==> src/rtl/spi_master_word_engine_core_macros.svh <==
// ----------------------------------------------------------------------------
// SPI master word engine: assertion macros
// Shared concurrent assertion forms, clocked on clk and disabled in reset.
// ----------------------------------------------------------------------------
`ifndef SPI_MASTER_WORD_ENGINE_CORE_MACROS_SVH
`define SPI_MASTER_WORD_ENGINE_CORE_MACROS_SVH

// Antecedent implies consequent in the same cycle.
`define SMWE_ASSERT_SAME(lbl, ante, cons, msg) \
  lbl: assert property (@(posedge clk) disable iff (!rst_n) (ante) |-> (cons)) \
    else $error(msg);

// Antecedent implies consequent in the following cycle.
`define SMWE_ASSERT_NEXT(lbl, ante, cons, msg) \
  lbl: assert property (@(posedge clk) disable iff (!rst_n) (ante) |=> (cons)) \
    else $error(msg);

`endif

==> src/rtl/smwe_pkg.sv <==
// ----------------------------------------------------------------------------
// SPI master word engine: package
// Shared widths, register map codes and the structs passed between modules.
// ----------------------------------------------------------------------------
`timescale 1ns / 1ps

package smwe_pkg;

  // Fixed payload widths.
  localparam int unsigned WORD_W        = 16;
  localparam int unsigned TICK_W        = 8;
  localparam int unsigned CFG_ADDR_W    = 4;
  localparam int unsigned CFG_DATA_W    = 32;
  localparam int unsigned WORD_BITS_DEF = 16;

  typedef logic [WORD_W-1:0] word_t;
  typedef logic [TICK_W-1:0] tick_t;

  // Register indexes, taken from paddr[3:2].
  localparam logic [1:0] REG_PRESCALE = 2'd0;
  localparam logic [1:0] REG_CPOL     = 2'd1;
  localparam logic [1:0] REG_CPHA     = 2'd2;

  localparam tick_t PRESCALE_RESET = 8'd1;

  // Live configuration handed to the engine.
  typedef struct packed {
    tick_t prescale;
    logic  clock_polarity;
    logic  clock_phase;
  } cfg_t;

  // One result beat.
  typedef struct packed {
    logic  sclk_level;
    logic  mosi_level;
    logic  chip_select_n;
    logic  tx_full;
    word_t rx_word;
    logic  rx_valid;
  } res_t;

endpackage

==> src/rtl/smwe_in_if.sv <==
// ----------------------------------------------------------------------------
// SPI master word engine: input channel
// Valid/ready channel carrying one tick beat with an optional transmit word.
// ----------------------------------------------------------------------------
`timescale 1ns / 1ps

interface smwe_in_if;
  logic                        valid;
  logic                        ready;
  logic                        command;
  logic [smwe_pkg::WORD_W-1:0] tx_word;
  logic                        end_of_transfer;
  logic                        miso_level;

  modport source (output valid, command, tx_word, end_of_transfer, miso_level,
                  input ready);
  modport sink   (input valid, command, tx_word, end_of_transfer, miso_level,
                  output ready);
endinterface

==> src/rtl/smwe_out_if.sv <==
// ----------------------------------------------------------------------------
// SPI master word engine: result channel
// Valid/ready channel carrying the pin levels and status after one tick.
// ----------------------------------------------------------------------------
`timescale 1ns / 1ps

interface smwe_out_if;
  logic                        valid;
  logic                        ready;
  logic                        sclk_level;
  logic                        mosi_level;
  logic                        chip_select_n;
  logic                        tx_full;
  logic [smwe_pkg::WORD_W-1:0] rx_word;
  logic                        rx_valid;

  modport source (output valid, sclk_level, mosi_level, chip_select_n, tx_full,
                  rx_word, rx_valid, input ready);
  modport sink   (input valid, sclk_level, mosi_level, chip_select_n, tx_full,
                  rx_word, rx_valid, output ready);
endinterface

==> src/rtl/smwe_cfg_regs.sv <==
// ----------------------------------------------------------------------------
// SPI master word engine: configuration registers
// APB-style register file holding prescale, clock polarity and clock phase.
// ----------------------------------------------------------------------------
`timescale 1ns / 1ps

module smwe_cfg_regs (
  input  logic                            clk,
  input  logic                            rst_n,
  input  logic                            psel,
  input  logic                            penable,
  input  logic                            pwrite,
  input  logic [smwe_pkg::CFG_ADDR_W-1:0] paddr,
  input  logic [smwe_pkg::CFG_DATA_W-1:0] pwdata,
  output logic [smwe_pkg::CFG_DATA_W-1:0] prdata,
  output logic                            pready,
  output smwe_pkg::cfg_t                  cfg
);
  import smwe_pkg::*;

  tick_t prescale_r;
  logic  cpol_r;
  logic  cpha_r;
  logic  wr_en;
  logic [1:0] reg_idx;

  assign pready  = 1'b1;
  assign wr_en   = psel & penable & pwrite;
  assign reg_idx = paddr[3:2];

  // Register writes land on the access cycle.
  always_ff @(posedge clk) begin
    if (!rst_n) begin
      prescale_r <= PRESCALE_RESET;
      cpol_r     <= 1'b0;
      cpha_r     <= 1'b0;
    end else if (wr_en) begin
      unique case (reg_idx)
        REG_PRESCALE: prescale_r <= pwdata[TICK_W-1:0];
        REG_CPOL:     cpol_r     <= pwdata[0];
        REG_CPHA:     cpha_r     <= pwdata[0];
        default: ;
      endcase
    end
  end

  // Read mux.
  always_comb begin
    prdata = '0;
    unique case (reg_idx)
      REG_PRESCALE: prdata = CFG_DATA_W'(prescale_r);
      REG_CPOL:     prdata = CFG_DATA_W'(cpol_r);
      REG_CPHA:     prdata = CFG_DATA_W'(cpha_r);
      default:      prdata = '0;
    endcase
  end

  assign cfg = '{prescale: prescale_r, clock_polarity: cpol_r, clock_phase: cpha_r};

endmodule

==> src/rtl/smwe_engine.sv <==
// ----------------------------------------------------------------------------
// SPI master word engine: bit engine
// Holds the shifter, transmit buffer and bit timer, and advances them by one
// tick per accepted beat. The result reflects the state after that tick.
// ----------------------------------------------------------------------------
`timescale 1ns / 1ps

`include "spi_master_word_engine_core_macros.svh"

module smwe_engine #(
  parameter int unsigned WORD_BITS = smwe_pkg::WORD_BITS_DEF
) (
  input  logic                        clk,
  input  logic                        rst_n,
  input  logic                        step_en,
  input  smwe_pkg::cfg_t              cfg,
  input  logic                        command,
  input  logic [smwe_pkg::WORD_W-1:0] tx_word,
  input  logic                        end_of_transfer,
  input  logic                        miso_level,
  output smwe_pkg::res_t              res
);
  import smwe_pkg::*;

  localparam int unsigned BL_W = $clog2(WORD_BITS + 1);
  localparam logic [BL_W-1:0] BITS_FULL = BL_W'(WORD_BITS);
  localparam logic [BL_W-1:0] BITS_ONE  = BL_W'(1);

  logic [WORD_BITS-1:0] shift_out_r, shift_out_nxt;
  logic [WORD_BITS-1:0] shift_in_r,  shift_in_nxt;
  logic [WORD_BITS-1:0] pend_word_r, pend_word_nxt;
  logic [WORD_BITS-1:0] recv_r,      recv_nxt;
  logic                 pend_valid_r, pend_valid_nxt;
  logic                 pend_end_r,   pend_end_nxt;
  logic                 active_end_r, active_end_nxt;
  logic                 select_r,     select_nxt;
  logic [BL_W-1:0]      bits_left_r,  bits_left_nxt;
  tick_t                tick_r,       tick_nxt;

  tick_t p_eff;
  tick_t half1;
  logic  released;
  logic  rx_pulse;
  logic  first_half;

  // One tick of the master: buffer load, bit timer, then word start.
  always_comb begin
    p_eff = (cfg.prescale == '0) ? PRESCALE_RESET : cfg.prescale;
    half1 = TICK_W'(({1'b0, p_eff} + 9'd2) >> 1);

    shift_out_nxt  = shift_out_r;
    shift_in_nxt   = shift_in_r;
    pend_word_nxt  = pend_word_r;
    recv_nxt       = recv_r;
    pend_valid_nxt = pend_valid_r;
    pend_end_nxt   = pend_end_r;
    active_end_nxt = active_end_r;
    select_nxt     = select_r;
    bits_left_nxt  = bits_left_r;
    tick_nxt       = tick_r;
    released       = 1'b0;
    rx_pulse       = 1'b0;

    // A load while the buffer is full is dropped with its end mark.
    if (command && !pend_valid_r) begin
      pend_word_nxt  = tx_word[WORD_BITS-1:0];
      pend_end_nxt   = end_of_transfer;
      pend_valid_nxt = 1'b1;
    end

    if (bits_left_r != '0) begin
      if (tick_r >= p_eff) begin
        // End of bit: shift the next bit out, close the word on the last one.
        tick_nxt      = '0;
        shift_out_nxt = {shift_out_r[WORD_BITS-2:0], 1'b0};
        bits_left_nxt = bits_left_r - BITS_ONE;
        if (bits_left_r == BITS_ONE) begin
          recv_nxt = shift_in_r;
          rx_pulse = 1'b1;
          if (active_end_r) begin
            select_nxt = 1'b0;
            released   = 1'b1;
          end
          active_end_nxt = 1'b0;
        end
      end else begin
        // Mid-bit sample point.
        tick_nxt = tick_r + 8'd1;
        if (tick_nxt == half1) begin
          shift_in_nxt = {shift_in_r[WORD_BITS-2:0], miso_level};
        end
      end
    end

    // Start a buffered word unless chip select was just released.
    if (bits_left_nxt == '0 && pend_valid_nxt && !released) begin
      shift_out_nxt  = pend_word_nxt;
      shift_in_nxt   = '0;
      active_end_nxt = pend_end_nxt;
      pend_valid_nxt = 1'b0;
      pend_end_nxt   = 1'b0;
      bits_left_nxt  = BITS_FULL;
      tick_nxt       = '0;
      select_nxt     = 1'b1;
    end

    // Pin levels after this tick.
    first_half = (tick_nxt < half1);
    res.chip_select_n = ~select_nxt;
    res.tx_full       = pend_valid_nxt;
    res.rx_word       = WORD_W'(recv_nxt);
    res.rx_valid      = rx_pulse;
    if (bits_left_nxt != '0) begin
      res.sclk_level = cfg.clock_polarity ^ first_half ^ ~cfg.clock_phase;
      res.mosi_level = shift_out_nxt[WORD_BITS-1];
    end else begin
      res.sclk_level = cfg.clock_polarity;
      res.mosi_level = 1'b0;
    end
  end

  // State update on every accepted beat.
  always_ff @(posedge clk) begin
    if (!rst_n) begin
      shift_out_r  <= '0;
      shift_in_r   <= '0;
      pend_word_r  <= '0;
      recv_r       <= '0;
      pend_valid_r <= 1'b0;
      pend_end_r   <= 1'b0;
      active_end_r <= 1'b0;
      select_r     <= 1'b0;
      bits_left_r  <= '0;
      tick_r       <= '0;
    end else if (step_en) begin
      shift_out_r  <= shift_out_nxt;
      shift_in_r   <= shift_in_nxt;
      pend_word_r  <= pend_word_nxt;
      recv_r       <= recv_nxt;
      pend_valid_r <= pend_valid_nxt;
      pend_end_r   <= pend_end_nxt;
      active_end_r <= active_end_nxt;
      select_r     <= select_nxt;
      bits_left_r  <= bits_left_nxt;
      tick_r       <= tick_nxt;
    end
  end

  // A word in flight always has chip select asserted.
  `SMWE_ASSERT_SAME(a_busy_selects, bits_left_r != '0, select_r, "word active without select")
  // The bit timer rests at zero while idle.
  `SMWE_ASSERT_SAME(a_idle_tick_zero, bits_left_r == '0, tick_r == '0, "idle with tick running")
  // Finishing the last bit either goes idle or starts the buffered word.
  `SMWE_ASSERT_NEXT(a_last_bit, step_en && bits_left_r == BITS_ONE && tick_r >= p_eff,
    bits_left_r == '0 || bits_left_r == BITS_FULL, "bad bit count after word end")

endmodule

==> src/rtl/spi_master_word_engine_core.sv <==
// ----------------------------------------------------------------------------
// SPI master word engine: top level
// Usage:
//   in_ch carries one beat per system tick: an optional transmit word load
//   (command, tx_word, end_of_transfer) and the sampled MISO level.
//   out_ch returns one beat per input beat with SCLK, MOSI, chip select,
//   the transmit-buffer-full flag and the last received word with its pulse.
//   The APB port (psel/penable/pwrite/paddr/pwdata) sets prescale at 0x0,
//   clock polarity at 0x4 and clock phase at 0x8; pready is tied high.
// Timing:
//   An accepted input beat has its result beat in the output register on
//   the next cycle. Throughput is one beat per cycle unless out_ch stalls:
//   the engine takes one tick per beat and the output register refills as it drains.
// Reset:
//   Synchronous rst_n returns to idle: buffer empty, chip select released,
//   prescale 1, polarity 0, phase 0, no result held.
// Stalls:
//   While out_ch.ready is low and a result is held, in_ch.ready drops and the
//   engine state holds; no beat is lost or repeated.
// ----------------------------------------------------------------------------
`timescale 1ns / 1ps

`include "spi_master_word_engine_core_macros.svh"

module spi_master_word_engine_core #(
  parameter int unsigned WORD_BITS = smwe_pkg::WORD_BITS_DEF
) (
  input  logic                            clk,
  input  logic                            rst_n,
  smwe_in_if.sink                         in_ch,
  smwe_out_if.source                      out_ch,
  input  logic                            psel,
  input  logic                            penable,
  input  logic                            pwrite,
  input  logic [smwe_pkg::CFG_ADDR_W-1:0] paddr,
  input  logic [smwe_pkg::CFG_DATA_W-1:0] pwdata,
  output logic [smwe_pkg::CFG_DATA_W-1:0] prdata,
  output logic                            pready
);
  import smwe_pkg::*;

  cfg_t cfg;
  res_t res;
  res_t res_r;
  logic out_valid_r;
  logic in_beat;

  // Configuration registers.
  smwe_cfg_regs u_cfg (
    .clk     (clk),
    .rst_n   (rst_n),
    .psel    (psel),
    .penable (penable),
    .pwrite  (pwrite),
    .paddr   (paddr),
    .pwdata  (pwdata),
    .prdata  (prdata),
    .pready  (pready),
    .cfg     (cfg)
  );

  // Input accepted when the output register is empty or draining.
  assign in_ch.ready = ~out_valid_r | out_ch.ready;
  assign in_beat     = in_ch.valid & in_ch.ready;

  // Bit engine.
  smwe_engine #(
    .WORD_BITS (WORD_BITS)
  ) u_engine (
    .clk             (clk),
    .rst_n           (rst_n),
    .step_en         (in_beat),
    .cfg             (cfg),
    .command         (in_ch.command),
    .tx_word         (in_ch.tx_word),
    .end_of_transfer (in_ch.end_of_transfer),
    .miso_level      (in_ch.miso_level),
    .res             (res)
  );

  // Output register.
  always_ff @(posedge clk) begin
    if (!rst_n) begin
      out_valid_r <= 1'b0;
    end else if (in_ch.ready) begin
      out_valid_r <= in_ch.valid;
    end
  end

  always_ff @(posedge clk) begin
    if (in_beat) begin
      res_r <= res;
    end
  end

  assign out_ch.valid         = out_valid_r;
  assign out_ch.sclk_level    = res_r.sclk_level;
  assign out_ch.mosi_level    = res_r.mosi_level;
  assign out_ch.chip_select_n = res_r.chip_select_n;
  assign out_ch.tx_full       = res_r.tx_full;
  assign out_ch.rx_word       = res_r.rx_word;
  assign out_ch.rx_valid      = res_r.rx_valid;

  // An accepted beat always produces a held result next cycle.
  `SMWE_ASSERT_NEXT(a_beat_fills, in_beat, out_valid_r, "accepted beat not registered")
  // A held result that is not taken blocks new input.
  `SMWE_ASSERT_SAME(a_no_overwrite, out_valid_r && !out_ch.ready, !in_ch.ready,
    "result overwritten while stalled")
  // A result only appears after an accepted beat.
  `SMWE_ASSERT_SAME(a_result_source, $rose(out_valid_r), $past(in_beat),
    "result without input beat")

endmodule
==> src/flat_wrapper.sv <==
// flat-port wrapper written by rule: the top's interface ports become plain ports
module spi_master_word_engine_core_flat import smwe_pkg::*;
#(
  parameter int unsigned WORD_BITS = smwe_pkg::WORD_BITS_DEF
)
  (clk, rst_n, psel, penable, pwrite, paddr, pwdata, prdata, pready, in_ch_valid, in_ch_command, in_ch_tx_word, in_ch_end_of_transfer, in_ch_miso_level, in_ch_ready, out_ch_valid, out_ch_sclk_level, out_ch_mosi_level, out_ch_chip_select_n, out_ch_tx_full, out_ch_rx_word, out_ch_rx_valid, out_ch_ready);
  smwe_in_if in_ch_i ();
  smwe_out_if out_ch_i ();
  input  logic clk;
  input  logic rst_n;
  input  logic psel;
  input  logic penable;
  input  logic pwrite;
  input  logic [smwe_pkg::CFG_ADDR_W-1:0] paddr;
  input  logic [smwe_pkg::CFG_DATA_W-1:0] pwdata;
  output logic [smwe_pkg::CFG_DATA_W-1:0] prdata;
  output logic pready;
  input wire logic [$bits(in_ch_i.valid)-1:0] in_ch_valid;
  input wire logic [$bits(in_ch_i.command)-1:0] in_ch_command;
  input wire logic [$bits(in_ch_i.tx_word)-1:0] in_ch_tx_word;
  input wire logic [$bits(in_ch_i.end_of_transfer)-1:0] in_ch_end_of_transfer;
  input wire logic [$bits(in_ch_i.miso_level)-1:0] in_ch_miso_level;
  output wire logic [$bits(in_ch_i.ready)-1:0] in_ch_ready;
  output wire logic [$bits(out_ch_i.valid)-1:0] out_ch_valid;
  output wire logic [$bits(out_ch_i.sclk_level)-1:0] out_ch_sclk_level;
  output wire logic [$bits(out_ch_i.mosi_level)-1:0] out_ch_mosi_level;
  output wire logic [$bits(out_ch_i.chip_select_n)-1:0] out_ch_chip_select_n;
  output wire logic [$bits(out_ch_i.tx_full)-1:0] out_ch_tx_full;
  output wire logic [$bits(out_ch_i.rx_word)-1:0] out_ch_rx_word;
  output wire logic [$bits(out_ch_i.rx_valid)-1:0] out_ch_rx_valid;
  input wire logic [$bits(out_ch_i.ready)-1:0] out_ch_ready;
  assign in_ch_i.valid = in_ch_valid;
  assign in_ch_i.command = in_ch_command;
  assign in_ch_i.tx_word = in_ch_tx_word;
  assign in_ch_i.end_of_transfer = in_ch_end_of_transfer;
  assign in_ch_i.miso_level = in_ch_miso_level;
  assign in_ch_ready = in_ch_i.ready;
  assign out_ch_valid = out_ch_i.valid;
  assign out_ch_sclk_level = out_ch_i.sclk_level;
  assign out_ch_mosi_level = out_ch_i.mosi_level;
  assign out_ch_chip_select_n = out_ch_i.chip_select_n;
  assign out_ch_tx_full = out_ch_i.tx_full;
  assign out_ch_rx_word = out_ch_i.rx_word;
  assign out_ch_rx_valid = out_ch_i.rx_valid;
  assign out_ch_i.ready = out_ch_ready;
  spi_master_word_engine_core #(.WORD_BITS(WORD_BITS)) u_core (.clk(clk), .rst_n(rst_n), .in_ch(in_ch_i), .out_ch(out_ch_i), .psel(psel), .penable(penable), .pwrite(pwrite), .paddr(paddr), .pwdata(pwdata), .prdata(prdata), .pready(pready));
endmodule
==> config.mk <==
export PLATFORM = sky130hd
export DESIGN_NAME = spi_master_word_engine_core_flat
export DESIGN_NICKNAME = d
export VERILOG_FILES = /design/src/rtl/smwe_pkg.sv /design/src/rtl/smwe_in_if.sv /design/src/rtl/smwe_out_if.sv /design/src/rtl/smwe_cfg_regs.sv /design/src/rtl/smwe_engine.sv /design/src/rtl/spi_master_word_engine_core.sv /design/src/flat_wrapper.sv
export VERILOG_INCLUDE_DIRS = /design/src /design/src/rtl
export SDC_FILE = /design/constraint.sdc
export NUM_CORES = 1
export LEC_CHECK = 0
export ABC_AREA = 1
export CAP_MARGIN = 10
export CORE_ASPECT_RATIO = 1.1
export CORE_MARGIN = 2
export CORE_UTILIZATION = 50
export DETAILED_ROUTE_END_ITERATION = 7
export DONT_BUFFER_PORTS = 1
export GPL_ROUTABILITY_DRIVEN = 0
export PLACE_DENSITY_LB_ADDON = 0.1
export SLEW_MARGIN = 10
export SYNTH_ARGS = -nofsm -noshare
export SYNTH_HDL_FRONTEND = slang
export SYNTH_SLANG_ARGS = --single-unit
==> constraint.sdc <==
create_clock -name clk -period 3.95 [get_ports clk]
set_input_delay 0.1975 -clock clk [delete_from_list [all_inputs] [get_ports clk]]
set_output_delay 0.1975 -clock clk [all_outputs]
set_load 0.03 [all_outputs]
---- Yosys cells after proc, flatten, opt, wreduce, memory -nomap -nowiden ----
Index checks and enable logic that the tools add are counted.
operators by class
  $add $sub $neg .......................... 3
  $mul .................................... 0
  divide/modulo/power cells ............... 0
  $lt $le $gt $ge ......................... 2
  equality and inequality tests ........... 5
  shift-type cells ........................ 0
  muxes and demuxes ....................... 38
  bitwise operators ....................... 9
  reductions and logical operators ........ 21
operators by type and width
  operator                                             count
  two-way mux 16 bit                                   11
  two-way mux 8 bit                                    4
  one-hot mux 8 bit (3 select lines)                   1
  two-way mux 1 bit                                    18
  two-way mux 5 bit                                    3
  nonzero test 5 bit                                   2
  adder 8 x 2 -> 9 bit, second input constant          1
  adder 8 x 1 -> 8 bit, second input constant          1
  equality test 8 bit                                  1
  >= comparator 8 bit                                  1
  zero test 8 bit                                      1
  less-than comparator 8 bit                           1
  AND reduction 2 bit                                  4
  AND reduction 4 bit                                  2
  nonzero test 2 bit                                   4
  equality test 5 x 1 -> 1 bit, second input constant  1
  zero test 5 bit                                      1
  subtractor 5 x 1 -> 5 bit, second input constant     1
  bitwise AND 1 bit                                    3
  logical AND 1 bit                                    3
  NOT 1 bit                                            3
  AND reduction 3 bit                                  1
  equality test 2 x 1 -> 1 bit, second input constant  1
  equality test 2 bit, second input constant           1
  other kinds (6)                                      8
word-level totals
  bits in registers ....................... 113
  bits in latches ......................... 0
  memory bits (writable) .................. 0
  memory bits (read-only) ................. 0
  output and inout bits ................... 56
  logic and storage cells ................. 99
  memories ................................ 0

---- Depth between registers and ports, before layout ----
  word-level depth ........................ 13
  gate-level depth with buffers ........... 33

---- Modules after synthesis ----
A second synthesis with hierarchy kept.
unflattened totals
  cells, all modules ...................... 823
  area total of the unflattened synthesis .. 6200.9 µm²
modules (own cells, without submodules)
  module                       times used  cells each  area each (µm²)  sequential area each (µm²)
  smwe_engine                  1           678         4775.8           1621.6
  smwe_cfg_regs                1           117         743.2            200.2
  spi_master_word_engine_core  1           28          681.9            650.6

---- Least setup slack after synthesis ----
No wires, ideal clock.
  path type ............................... register -> register
  start point ............................. register u_core.u_cfg.prescale_r[1]
  end point ............................... register u_core.res_r (netlist bit u_core.out_ch.sclk_level), data pin
  library setup time ...................... 0.253 ns
  arrival ................................. 3.317 ns
  required time ........................... 3.697 ns
  path slack .............................. 0.380 ns
  cell stages (with the launch flop) ...... 31
  path through ............................ dfxtp_1 > inv_1 > nand2_1 > nor4_1 > a31o_2 > ha_1 > inv_1 > nand2_1 > nand2_1 > nand2_1 > nand2_1 > nand2_1 > nand3_2 > buf_6 > nand3_2 > nand3_1 > nor2_4 > nand3_4 > buf_2 > buf_2 > nand2_1 > inv_1 > ha_1 > a21oi_1 > nor2_1 > a211oi_1 > nand2_1 > nand2_1 > nand3_1 > nand2_1 > nand2_1
RTL lines
  item                    RTL line                           source
  start, declared         smwe_cfg_regs.sv:21                tick_t prescale_r;
  start signal, assigned  smwe_cfg_regs.sv:39                REG_PRESCALE: prescale_r <= pwdata[TICK_W-1:0];
  end signal, assigned    spi_master_word_engine_core.sv:92  res_r <= res;
  end, declared           spi_master_word_engine_core.sv:44  res_t res_r;

==> results.ini <==
[global_routing]
grt_max_degree = 53
antenna_found_initial = 0
grt_usage_pct = 20.1
grt_overflow = 0
grt_pass1_wl_mm = 20.7
grt_pass1_vias = 4531

[min_path]
holdPathStages = 2
min_path_type = input pin to flip-flop
worstHoldStart = in_ch_tx_word[13]

[power_and_ir_drop]
leakage_nw = 2.91
power_density_mw_per_mm2 = 536
total_power_mw = 3.69
peakVddDrop_v = 0.000269

[yosys]
synth-seq-cells = 113
synth.top_cells.by_count = 112 x nand2_1, 92 x dfxtp_1, 90 x o21ai_0
yosysSeqAreaShare_pct = 40.6
yosys.area.top_type = dfxtp_1
ys.flop_type = dfxtp_1
ys_warn_count = 0
yosysTopAreaCellShare_pct = 30.3
postSynthAreaPerCell_um2 = 7.90
synth_area_leaders = dfxtp_1 30%, edfxtp_1 10%, o21ai_0 7.4%
synth.distinct_cells = 48
synth_edf_count = 21
netlist_area_mm2 = 0.00608
async_flop_share_pct = 0
syn_inst = 770
post-synth-top-count-cell = nand2_1

[routing]
wl_per_cell_um = 13.2
wl_mm = 12.5
dr.first_iter.drc_count = 279
postRouteAntennaNets = 0
vias = 4881
first_pass_iters = 4
routed_via_density = 5.16
drcViolationCount = 0

[sta]
setup_slack_ns = 0.379
worst_slew_pin_slew_ns = 1.06
hold_viol_final = 0
period_share_pct = 90.4
clock.fmax_mhz = 280
finalSetupViolCount = 0
max_slew_margin_pct = 28.4
period_needed_ns = 3.57
fin_skew_ns = 0.00698
tns_ns = 0
drv_slew = 0
rsz0062_at_grt = no

[outcome]
status = complete, no violations

[clock_network]
clk_latency_ns = 0.41
clock-sinks = 113
htreeDepth = 4
cts_buffer_depth = 2
cts_inserted_buffers = 17
cts_tree = built
clk_pin_slew_worst_paths_ns = 0.05
root_buffer = clkbuf_16

[worst_setup_path]
end_kind = flip-flop
critPathLaunchType = flip-flop
crit_fanout = 15
worst_ep_arrival_time_ns = 3.74
reg2regPathDepth = 29
crit_slowest_cell = dfxtp_1
path_class = flip-flop to flip-flop
worst-endpoint-required_ns = 4.12
critPathLaunch = u_core.u_cfg.prescale_r[1]
r2r_start = u_core.u_cfg.prescale_r[1]
cpPeakStageDelay_ns = 0.38
timing.critical_path.mode_cell = nand2_1

[flow_run]
max_cap_violations = 0

[finish]
filler_cell_count = 1101
final_nets = 860
drive_gt1_share_pct = 15.9
antenna_cells = 0
syn2layout_area_growth_pct = 13.0

[floorplan]
num_rows = 42
die_area_mm2 = 0.0131
die_x_um = 109
die_h_um = 120
initial_core_util_pct = 50.8
num_io_pins = 118
core_area_mm2 = 0.0120

[placed_design]
pre_cts_slack_ns = 0.238
dp_hpwl_mm = 8.42
io_buffer_count = 0

placed cells by master (no fill, tap or decap), types with 2 or more instances in the layout:
cell type	instances
nand2_1	111
dfxtp_1	92
o21ai_0	90
inv_1	85
a21oi_1	65
nor2_1	43
nor2_2	32
conb_1	25
edfxtp_1	21
dlygate4sd3_1	19
nand4_1	18
ha_1	18
clkbuf_16	18
a21oi_2	16
mux2i_1	15
nand3_1	13
o21ai_1	13
buf_4	11
nand2_2	8
xor2_1	8
inv_2	7
xnor2_1	7
nor3_1	5
clkbuf_1	5
nand3_2	4
o22ai_1	4
clkinv_2	4
nor2_4	3
clkbuf_8	3
nand3_4	2
o211ai_1	2
nor4_1	2
a31oi_1	2
buf_12	2
power by group:
| part | internal [mW] | leakage [nW] | switching, mW | total [mW] |
|---|---|---|---|---|
| combinational | 0.299 | 1.68 | 0.607 | 0.907 |
| sequential | 1.30 | 0.964 | 0.107 | 1.40 |
| clock | 0.878 | 0.265 | 0.497 | 1.38 |
path summary, 6_finish.rpt:
| check | endpoint | slack, ns |
|---|---|---|
| max | u_core.out_ch.sclk_level | 0.38 |
| min | u_core.u_engine.pend_word_r[13] | 0.02 |
| max reg2reg | u_core.out_ch.sclk_level | 0.38 |
| min reg2reg | u_core.u_engine.shift_out_r[14] | 0.46 |
per-stage QoR:
| step | hold slack [ns] | util (%) | instance area [um2] | instances |
|---|---|---|---|---|
| 6_report | 0.0163 | 57.4 | 6870 | 946 |
| 5_1_grt | 0.0252 | 57.4 | 6870 | 946 |
| 4_1_cts | 0.00266 | 57.0 | 6820 | 944 |
| 3_5_place_dp | 0.290 | 50.7 | 6080 | 893 |
| 3_3_place_gp | 0.288 | 50.7 | 6080 | 893 |
| 2_1_floorplan | 0.324 | - | 6170 | 793 |
registers in the layout, summed over array words and instances, names as in the netlist, 5 cells and up:
signal / flops
u_core.out_ch.rx_word: 16
u_core.u_engine.pend_word_r: 16
u_core.u_engine.recv_r: 16
u_core.u_engine.shift_in_r: 16
u_core.u_engine.shift_out_r: 16
u_core.u_cfg.prescale_r: 8
u_core.u_engine.tick_r: 8
u_core.u_engine.bits_left_r: 5
metal layers:
layer,track usage (%),part of all wire (%),vias up
li1,-,-,2522
met5,0,0,-
met3,5.87,3.6,16
met4,8.23,1.6,0
met2,33.9,50,86
met1,23.6,44,2257
cell type report:
cell class / count / area, um2 / area share, %
Tap cell: 154 / 193 / 2.80
Multi-Input combinational cell: 523 / 3000 / 43.6
Clock buffer: 26 / 510 / 7.43
Timing Repair Buffer: 33 / 328 / 4.77
Sequential cell: 113 / 2470 / 36.0
Clock inverter: 5 / 27.5 / 0.401
Inverter: 92 / 345 / 5.02
worst max-delay path, delay by kind of cell, from the launching register on:
kind,cells,cell delay (ns)
buffers and inverters,4,0.34
AO/OA/AOI/OAI,3,0.50
adder cells (fa/ha/maj),2,0.49
flip-flops,1,0.38
AND/OR/NAND/NOR,20,1.61
cells by family (layout without fill, tap and decap cells):
family / after synthesis / after routing / synth area share, %
AND/OR/NAND/NOR: 249 / 249 / 20.2
AO/OA/AOI/OAI: 199 / 199 / 18.3
buffers and inverters: 157 / 156 / 12.0
flip-flops: 113 / 113 / 40.6
adder cells (fa/ha/maj): 18 / 18 / 3.70
XOR/XNOR: 16 / 16 / 2.43
multiplexers: 16 / 16 / 2.65
other: 2 / 25 / 0.123
timing repair:
| action | in CTS | in global routing |
|---|---|---|
| hold endpoints to repair | 52 | 0 |
| hold buffers | 20 | 0 |
| setup endpoints to repair | 0 | 20 |
| setup buffers | 0 | 2 |
| gates resized for setup | 0 | 7 |
No activity file was read; power rests on OpenSTA's default activity.
